<file path="src/hrfp_pkg.sv">
package hrfp_pkg;

   // ASCII codes that steer the tokenizer.
   localparam logic [7:0] CHAR_SPACE = 8'h20;
   localparam logic [7:0] CHAR_COLON = 8'h3A;

   // Token positions within a record line.
   localparam logic [2:0] TOK_SERIAL = 3'd0;
   localparam logic [2:0] TOK_TIME   = 3'd1;
   localparam logic [2:0] TOK_ORIENT = 3'd3;
   localparam logic [2:0] TOK_LON    = 3'd4;
   localparam logic [2:0] TOK_LAT    = 3'd5;
   localparam logic [2:0] TOK_LAST   = 3'd6;

   // Bits taken in per hex character.
   localparam int unsigned HEX_BITS = 4;

   // One parsed line, as delivered on the result channel.
   typedef struct packed {
      logic [63:0] serial_text;
      logic [3:0]  serial_length;
      logic [63:0] seconds;
      logic [63:0] microseconds;
      logic [63:0] orientation;
      logic [63:0] longitude;
      logic [63:0] latitude;
      logic [2:0]  token_count;
   } line_result_type;

   // Decodes one hex character; anything else counts as digit zero.
   function automatic logic [3:0] hex_digit(input logic [7:0] c);
      logic [3:0] d;
      d = 4'd0;
      if (c >= 8'h30 && c <= 8'h39) begin
         d = 4'(c - 8'h30);
      end else if (c >= 8'h41 && c <= 8'h46) begin
         d = 4'(c - 8'h37);
      end else if (c >= 8'h61 && c <= 8'h66) begin
         d = 4'(c - 8'h57);
      end
      return d;
   endfunction

   // Shifts one hex digit into a 64-bit accumulator.
   function automatic logic [63:0] shift_in(input logic [63:0] acc, input logic [7:0] c);
      return {acc[63-HEX_BITS:0], hex_digit(c)};
   endfunction

endpackage

</file>
<file path="src/hex_record_field_parser.sv">
// Channel  | Direction | Handshake           | Word
// req      | in        | req_valid/req_stall | one character, end-of-line flag
// rsp      | out       | rsp_valid/rsp_stall | parsed fields of one line
//
// One character is accepted per cycle while req_stall is low. A character is
// held in the input register; the line state is updated on the edge on which
// it moves on, and a line end loads the result register on that same edge, so
// a result passes the input register and then the result register. Reset is
// synchronous and clears the line state and both valids. A stalled result
// only holds back the input when the held character ends another line.
module hex_record_field_parser #(
   parameter int unsigned SERIAL_CHARS = 8
) (
   input  logic        clock,
   input  logic        reset,
   input  logic        req_valid,
   output logic        req_stall,
   input  logic [7:0]  req_char_in,
   input  logic        req_end_of_line,
   output logic        rsp_valid,
   input  logic        rsp_stall,
   output logic [63:0] rsp_serial_text,
   output logic [3:0]  rsp_serial_length,
   output logic [63:0] rsp_seconds,
   output logic [63:0] rsp_microseconds,
   output logic [63:0] rsp_orientation,
   output logic [63:0] rsp_longitude,
   output logic [63:0] rsp_latitude,
   output logic [2:0]  rsp_token_count
);

   logic                      in_valid_ff;
   logic [7:0]                in_char_ff;
   logic                      in_eol_ff;
   logic                      out_valid_ff;
   hrfp_pkg::line_result_type out_ff;
   hrfp_pkg::line_result_type line_next;
   logic                      step;

   // A held character moves on unless it ends a line and the result is blocked.
   assign step      = in_valid_ff && !(in_eol_ff && out_valid_ff && rsp_stall);
   assign req_stall = in_valid_ff && !step;

   // Input register.
   always_ff @(posedge clock) begin
      if (reset) begin
         in_valid_ff <= 1'b0;
      end else if (!req_stall) begin
         in_valid_ff <= req_valid;
      end
      if (!req_stall) begin
         in_char_ff <= req_char_in;
         in_eol_ff  <= req_end_of_line;
      end
   end

   hrfp_line_state #(
      .SERIAL_CHARS(SERIAL_CHARS)
   ) u_line_state (
      .clock       (clock),
      .reset       (reset),
      .step        (step),
      .char_in     (in_char_ff),
      .end_of_line (in_eol_ff),
      .line_out    (line_next)
   );

   // Result register.
   always_ff @(posedge clock) begin
      if (reset) begin
         out_valid_ff <= 1'b0;
      end else if (step && in_eol_ff) begin
         out_valid_ff <= 1'b1;
      end else if (!rsp_stall) begin
         out_valid_ff <= 1'b0;
      end
      if (step && in_eol_ff) begin
         out_ff <= line_next;
      end
   end

   assign rsp_valid         = out_valid_ff;
   assign rsp_serial_text   = out_ff.serial_text;
   assign rsp_serial_length = out_ff.serial_length;
   assign rsp_seconds       = out_ff.seconds;
   assign rsp_microseconds  = out_ff.microseconds;
   assign rsp_orientation   = out_ff.orientation;
   assign rsp_longitude     = out_ff.longitude;
   assign rsp_latitude      = out_ff.latitude;
   assign rsp_token_count   = out_ff.token_count;

endmodule

</file>
<file path="src/hrfp_line_state.sv">
module hrfp_line_state #(
   parameter int unsigned SERIAL_CHARS = 8
) (
   input  logic                     clock,
   input  logic                     reset,
   input  logic                     step,
   input  logic [7:0]               char_in,
   input  logic                     end_of_line,
   output hrfp_pkg::line_result_type line_out
);

   logic [2:0]  token_index_ff,  token_index_in;
   logic [63:0] serial_store_ff, serial_store_in;
   logic [3:0]  serial_count_ff, serial_count_in;
   logic        colon_seen_ff,   colon_seen_in;
   logic [63:0] seconds_ff,      seconds_in;
   logic [63:0] micro_ff,        micro_in;
   logic [63:0] orient_ff,       orient_in;
   logic [63:0] lon_ff,          lon_in;
   logic [63:0] lat_ff,          lat_in;

   // Line state after taking in the current character.
   always_comb begin
      token_index_in  = token_index_ff;
      serial_store_in = serial_store_ff;
      serial_count_in = serial_count_ff;
      colon_seen_in   = colon_seen_ff;
      seconds_in      = seconds_ff;
      micro_in        = micro_ff;
      orient_in       = orient_ff;
      lon_in          = lon_ff;
      lat_in          = lat_ff;
      if (char_in == hrfp_pkg::CHAR_SPACE) begin
         if (token_index_ff < hrfp_pkg::TOK_LAST) begin
            token_index_in = token_index_ff + 3'd1;
         end
      end else begin
         unique case (token_index_ff)
            hrfp_pkg::TOK_SERIAL: begin
               if (serial_count_ff < 4'(SERIAL_CHARS) && serial_count_ff < 4'd8) begin
                  serial_store_in[serial_count_ff[2:0]*8 +: 8] = char_in;
                  serial_count_in = serial_count_ff + 4'd1;
               end
            end
            hrfp_pkg::TOK_TIME: begin
               if (!colon_seen_ff && char_in == hrfp_pkg::CHAR_COLON) begin
                  colon_seen_in = 1'b1;
                  micro_in      = '0;
               end else if (!colon_seen_ff) begin
                  seconds_in = hrfp_pkg::shift_in(seconds_ff, char_in);
                  micro_in   = hrfp_pkg::shift_in(micro_ff, char_in);
               end else begin
                  micro_in = hrfp_pkg::shift_in(micro_ff, char_in);
               end
            end
            hrfp_pkg::TOK_ORIENT: orient_in = hrfp_pkg::shift_in(orient_ff, char_in);
            hrfp_pkg::TOK_LON:    lon_in    = hrfp_pkg::shift_in(lon_ff, char_in);
            hrfp_pkg::TOK_LAT:    lat_in    = hrfp_pkg::shift_in(lat_ff, char_in);
            default: ;
         endcase
      end
   end

   // The finished line is the updated state.
   always_comb begin
      line_out.serial_text   = serial_store_in;
      line_out.serial_length = serial_count_in;
      line_out.seconds       = seconds_in;
      line_out.microseconds  = micro_in;
      line_out.orientation   = orient_in;
      line_out.longitude     = lon_in;
      line_out.latitude      = lat_in;
      line_out.token_count   = token_index_in + 3'd1;
   end

   // Commit the character, or clear everything once the line ends.
   always_ff @(posedge clock) begin
      if (reset || (step && end_of_line)) begin
         token_index_ff  <= '0;
         serial_store_ff <= '0;
         serial_count_ff <= '0;
         colon_seen_ff   <= 1'b0;
         seconds_ff      <= '0;
         micro_ff        <= '0;
         orient_ff       <= '0;
         lon_ff          <= '0;
         lat_ff          <= '0;
      end else if (step) begin
         token_index_ff  <= token_index_in;
         serial_store_ff <= serial_store_in;
         serial_count_ff <= serial_count_in;
         colon_seen_ff   <= colon_seen_in;
         seconds_ff      <= seconds_in;
         micro_ff        <= micro_in;
         orient_ff       <= orient_in;
         lon_ff          <= lon_in;
         lat_ff          <= lat_in;
      end
   end

endmodule
</file>
<file path="config.mk">
export PLATFORM = sky130hd
export DESIGN_NAME = hex_record_field_parser
export DESIGN_NICKNAME = d
export VERILOG_FILES = /design/src/hrfp_pkg.sv /design/src/hex_record_field_parser.sv /design/src/hrfp_line_state.sv
export SDC_FILE = /design/constraint.sdc
export NUM_CORES = 1
export LEC_CHECK = 0
export BUFFER_PORTS_ARGS = -buffer_cell sky130_fd_sc_hd__buf_2
export CAP_MARGIN = 25
export CORE_UTILIZATION = 50
export DETAILED_ROUTE_END_ITERATION = 12
export GPL_TIMING_DRIVEN = 0
export PLACE_DENSITY = 0.67
export SETUP_SLACK_MARGIN = 0.5
export SYNTH_ARGS = -nofsm -noshare
export SYNTH_HDL_FRONTEND = slang
export SYNTH_HIERARCHICAL = 1
export SYNTH_SLANG_ARGS = --single-unit
</file>
<file path="constraint.sdc">
create_clock -name clock -period 28.3 [get_ports clock]
set_clock_uncertainty 0.2 [all_clocks]
set_input_delay 2.83 -clock clock [delete_from_list [all_inputs] [get_ports clock]]
set_output_delay 2.83 -clock clock [all_outputs]
set_load 0.02 [all_outputs]
</file>
==> results.cfg, run 1 <==
[global_routing]
grt_usage_pct = 23.6
overflow = 0
grt_pass1_wl_um = 115000
grt_max_degree = 35
antenna_found_initial = 5
grt_pass1_vias = 20400

[synthesis]
synth_cells = 2521
synth_top_family_by_area = multiplexers
synth.avg_cell_area_um2 = 12.2
synth_flop_cell = edfxtp_1
synthSimpleGateAreaFrac_pct = 9.53
synth.area.mux_share_pct = 14.0
synthXorXnorAreaFrac_pct = 0.199
seq_area_frac_synth_pct = 64.7
syn_nets = 2546
synth_compound_area_share_pct = 8.41
synth.distinct_cells = 66
synth_fa_ha_area_share_pct = 0.488
post-synth-top-area-fraction_pct = 39.0
ys_top_cells_by_area = edfxtp_1, dfxtp_1, mux2_2
syn_area_mm2 = 0.0308
yosysWarningCount = 6
synth_edf_count = 400
async_flop_share_pct = 0
yosys_register_bits = 794
yosys.area.top_type = edfxtp_1

[worst_setup_path]
cp.arrival_ps = 3710
crit_type = in2out
worst_setup_path_start_kind = primary input
cp-end-kind = output port
crit_path_max_fanout = 11
worstPathRequired_ps = 25270

[routing]
wl_um = 75800
drtIter0Drc = 1233
first_pass_iters = 5
wl_per_cell_um = 19.5
drc = 0
vias = 21100
drt-vias-per-instance = 5.45
antenna_left = 0

[cts]
ctsHoldBuffers = 0
cts-resized-gates = 0
cts_tree = done
post-cts-setup-buffers = 0
htreeDepth = 3
cts_buffers = 81
cts.path.max_buffers = 3
cts.sinks = 794
clock_tree.root_cell = clkbuf_16
clk_latency_ps = 620
clkTransAtPathRegs_ps = 60

[die]
die-area_mm2 = 0.0625
start_util_pct = 50.8
coreArea_mm2 = 0.0606
rows = 90
io_pins = 406
die_w_um = 250
fp.dieH_um = 250

[cells_and_area]
utilization_pct = 60.8
area_growth_pct = 19.8
layout-drive-gt1-share_pct = 30.0
final_net_count = 3054
fill_cells = 4815
fin_area_mm2 = 0.0369

[timing]
finalSetupViolCount = 0
hold_ws_ps = 252
fin_crit_ps = 6740
fmax_ghz = 0.148
worst_slew_pin_slew_ps = 966
relSlewSlack_pct = 35.6
timing.final.crit_share_pct = 23.8
finalHoldViolations = 0
tns_ps = 0
rsz0062_at_grt = false
final-max-slew-violation-count = 0
worst_slack_ps = 21560

[power]
peakVddDrop_mv = 0.0455
power.leakage_nw = 14.2
power.density_mw_per_mm2 = 64.2

[outcome]
status = finished, final reports clean

[run]
cap_violations = 0

[placed_design]
post-place-ws_ps = 21530
portBuffers = 405
placed_cell_area_mm2 = 0.0342
gp_congestion = 0.877
hpwlAfterDp_um = 53500

[worst_hold_path]
hp-class = reg2reg
-- state kept, by name, indices dropped and copies added (netlist names), 4 cells and up --
name / flops
u_line_state/serial_store_ff: 64
rsp_longitude: 64
rsp_orientation: 64
rsp_seconds: 64
rsp_serial_length: 4
u_line_state/micro_ff: 64
in_char_ff: 8
u_line_state/seconds_ff: 64
u_line_state/orient_ff: 64
rsp_serial_text: 64
rsp_latitude: 64
u_line_state/lon_ff: 64
u_line_state/serial_count_ff: 4
u_line_state/lat_ff: 64
rsp_microseconds: 64
-- logic make-up (layout without fill, tap and decap cells) --
group	Yosys count	in the layout
AOI/OAI and AO/OA	420	420
xor gates and xnor gates	7	7
adders and majority gates	12	12
buffers and inverters	189	764
DFF	794	794
muxes	393	393
other	0	1
and+or+nand+nor	706	706
-- through the flow --
step,std cells,total power (W)
after global routing,3878,0.00244
after floorplan,2521,0.00130
after CTS,3877,0.00239
after global placement,3708,0.00134
after detailed placement,3727,0.00132
final,3879,0.00237
-- final timing paths --
path | slack [ps] | cells past startpoint | endpoint | start
hold / removal | 250 | 2 | u_line_state/serial_store_ff[31] | u_line_state/serial_store_ff[31]
hold reg to reg | 250 | 2 | u_line_state/serial_store_ff[31] | u_line_state/serial_store_ff[31]
setup reg to reg | 24290 | 11 | u_line_state/seconds_ff[57] | in_char_ff[1]
setup / recovery | 21560 | 4 | req_stall | rsp_stall
-- layout make-up --
cell class / instances / area, um2 / share of cell area, %
inverter: 14 / 52.6 / 0.143
clock buffer: 109 / 2290 / 6.21
clock inverter: 41 / 388 / 1.05
antenna: 1 / 2.50 / 0.00679
tap: 782 / 978 / 2.66
multi-input combinational: 1538 / 10100 / 27.3
sequential: 794 / 19900 / 54.0
timing repair buffer: 425 / 2410 / 6.53
buffer: 175 / 777 / 2.11
-- Yosys cell counts, types with 53 or more instances --
master / number
o21ai_0: 53
mux2_2: 289
a22o_1: 60
dfxtp_1: 394
edfxtp_1: 400
a22oi_1: 62
mux2i_1: 92
a21oi_1: 211
nor2_1: 173
buf_2: 54
clkbuf_1: 104
nand2_1: 437
-- report_power, final --
group | switching [W] | internal, W
sequential | 0.00000534 | 0.00121
combinational | 0.0000583 | 0.0000216
clock | 0.000442 | 0.000625
-- critical path, cell delays in order --
cell and delay (ps):
buf_2 140, nand4_2 420, inv_1 140, buf_2 170
-- layout by cell type, fill, tap and decap left out, types with 3 or more instances in the layout --
cell       instances
clkinv_1           7
dfxtp_1          394
a22o_1            60
buf_16             5
inv_6              3
bufinv_16          6
inv_1             12
clkbuf_8           9
a22oi_1           62
mux2_2           289
nor2_1           173
and2_1             7
o31ai_1            8
or3_1              4
buf_2            460
mux2i_1           92
nand2b_1           3
buf_1              5
buf_12            10
clkbuf_16         84
buf_4             11
clkinv_4           6
nand3_1           38
clkbuf_1         119
a31oi_1            4
nor3b_1            3
nand2_1          437
mux2_1            12
o21ai_0           53
a211oi_1           4
edfxtp_1         400
clkinv_2          17
xnor2_1            6
ha_1              12
and3_1            10
nor3_1             5
buf_6              4
a21oi_1          210
-- layer usage --
metal	vias up	GRT usage (%)	wire, um
li1	10100	-	-
met1	10300	29.7	31500
met2	638	40.1	37200
met3	116	5.72	5320
met4	4	7.38	1740
met5	-	0	27
Note: power is estimated with default switching activity, not from simulation.
==> run 2: changes to the inputs <==
- PLACE_DENSITY: 0.67 -> 0.69
- clock period: 28.3 -> 5.9 ns (I/O delays scaled with it)
==> results.cfg, run 2 (same netlist as run 1, synthesis figures left out) <==
[outcome]
status = finished, final reports clean

[timing]
finalHoldViolations = 0
fin_crit_ps = 3980
fmax_ghz = 0.251
rsz0062_at_grt = false
finalSetupViolCount = 0
timing.final.crit_share_pct = 67.4
final-max-slew-violation-count = 0
relSlewSlack_pct = 32.9
worst_slew_pin_slew_ps = 999
tns_ps = 0

[die]
die_w_um = 250
io_pins = 406
die-area_mm2 = 0.0625
rows = 90
fp.dieH_um = 250
coreArea_mm2 = 0.0606
start_util_pct = 50.8

[placed_design]
placed_cell_area_mm2 = 0.0342
portBuffers = 405
hpwlAfterDp_um = 53400
gp_congestion = 0.857

[worst_setup_path]
critical_path.max_stage_delay_ps = 610
cp-end-kind = register
worst_setup_path_start_kind = register
worstPathRequired_ps = 6060
cp_cell_sequence = clkbuf_1, inv_1, ha_1, or4b_1, buf_2, o211ai_2, buf_2, buf_2, mux2_2
startpoint = in_char_ff[1]
cp.arrival_ps = 4130
cp_common_cell = buf_2
cp_slowest_cell = o211ai_2
crit_path_max_fanout = 10
rr_startpoint = in_char_ff[1]
crit_type = reg2reg

[cts]
post-cts-setup-buffers = 0
cts_buffers = 80
cts.path.max_buffers = 3
cts-resized-gates = 0
cts_tree = done
ctsHoldBuffers = 9
htreeDepth = 3
clock_tree.root_cell = clkbuf_16
cts.sinks = 794
clk_latency_ps = 610
clkTransAtPathRegs_ps = 60

[worst_hold_path]
hp-start = reset
hp-class = in2reg

[power]
peakVddDrop_mv = 0.282
power.leakage_nw = 14.1
power.density_mw_per_mm2 = 302

[cells_and_area]
seqCellArea_mm2 = 0.0199
area_growth_pct = 19.6
multiInputGateArea_mm2 = 0.0101
mostFrequentLayoutCell = buf_2
utilization_pct = 60.7
fin_area_mm2 = 0.0368
final_net_count = 3062
fill_cells = 4843
layout-drive-gt1-share_pct = 29.7
final_cell_mix = buf_2, nand2_1, edfxtp_1

[run]
cap_violations = 0

[global_routing]
grt_max_degree = 35
grt_usage_pct = 23.7
antenna_found_initial = 5
overflow = 0
grt_pass1_vias = 20600
grt_pass1_wl_um = 116000

[routing]
wl_um = 75800
wl_per_cell_um = 19.5
vias = 21100
drc = 0
antenna_left = 0
first_pass_iters = 5
drt-vias-per-instance = 5.42
drtIter0Drc = 1323
[run 2: changes by cell type in the layout (fill, tap and decap cells not counted), moves of 2 or more]
cell	before	now
bufinv_16	6	3
clkbuf_16	84	82
dlygate4sd3_1	0	9
clkinv_1	7	5
buf_4	11	13
clkbuf_1	119	128
clkinv_4	6	3
[run 2: worst max-delay path, delay by kind of cell, from the launching register on]
family	cells	cell delay, ps
AOI/OAI and AO/OA	1	610
adders and majority gates	1	280
buffers and inverters	5	1410
DFF	1	420
muxes	1	360
and+or+nand+nor	1	430
[run 2: worst paths after layout]
check                                endpoint  slack (ps)  cells past startpoint
max                         rsp_longitude[58]        1920                      9
min                                 rsp_valid          40                      2
max reg2reg                 rsp_longitude[58]        1920                      9
min reg2reg  u_line_state/serial_store_ff[30]         250                      2
[run 2: per-stage QoR]
step	cells	hold WS, ps	total power, W	setup slack [ps]
floorplan	2521	228	0.00620	-1730
global placement	3708	235	0.00635	-4210
detailed placement	3727	245	0.00635	1260
CTS	3883	14.9	0.0112	1510
global route	3885	32.7	0.0115	1740
finish	3886	39.0	0.0111	1920
[run 2: area by class of cell]
class / count / share of cell area [%]
Antenna cell: 2 / 0.0136
Tap cell: 782 / 2.66
Timing Repair Buffer: 434 / 6.74
Clock inverter: 32 / 0.731
Inverter: 14 / 0.143
Multi-Input combinational cell: 1538 / 27.3
Sequential cell: 794 / 54.1
Clock buffer: 115 / 6.16
Buffer: 175 / 2.11
[run 2: where the power goes]
group / internal, W / switching, W
combinational: 0.000105 / 0.000284
clock: 0.00282 / 0.00207
sequential: 0.00582 / 0.0000253
[run 2: routing by layer]
| layer | part of all wire (%) | global-route usage (%) |
|---|---|---|
| met2 | 49 | 39.6 |
| met3 | 6.8 | 5.74 |
| met5 | 0.033 | 0 |
| met1 | 42 | 30.8 |
| met4 | 2.0 | 6.63 |
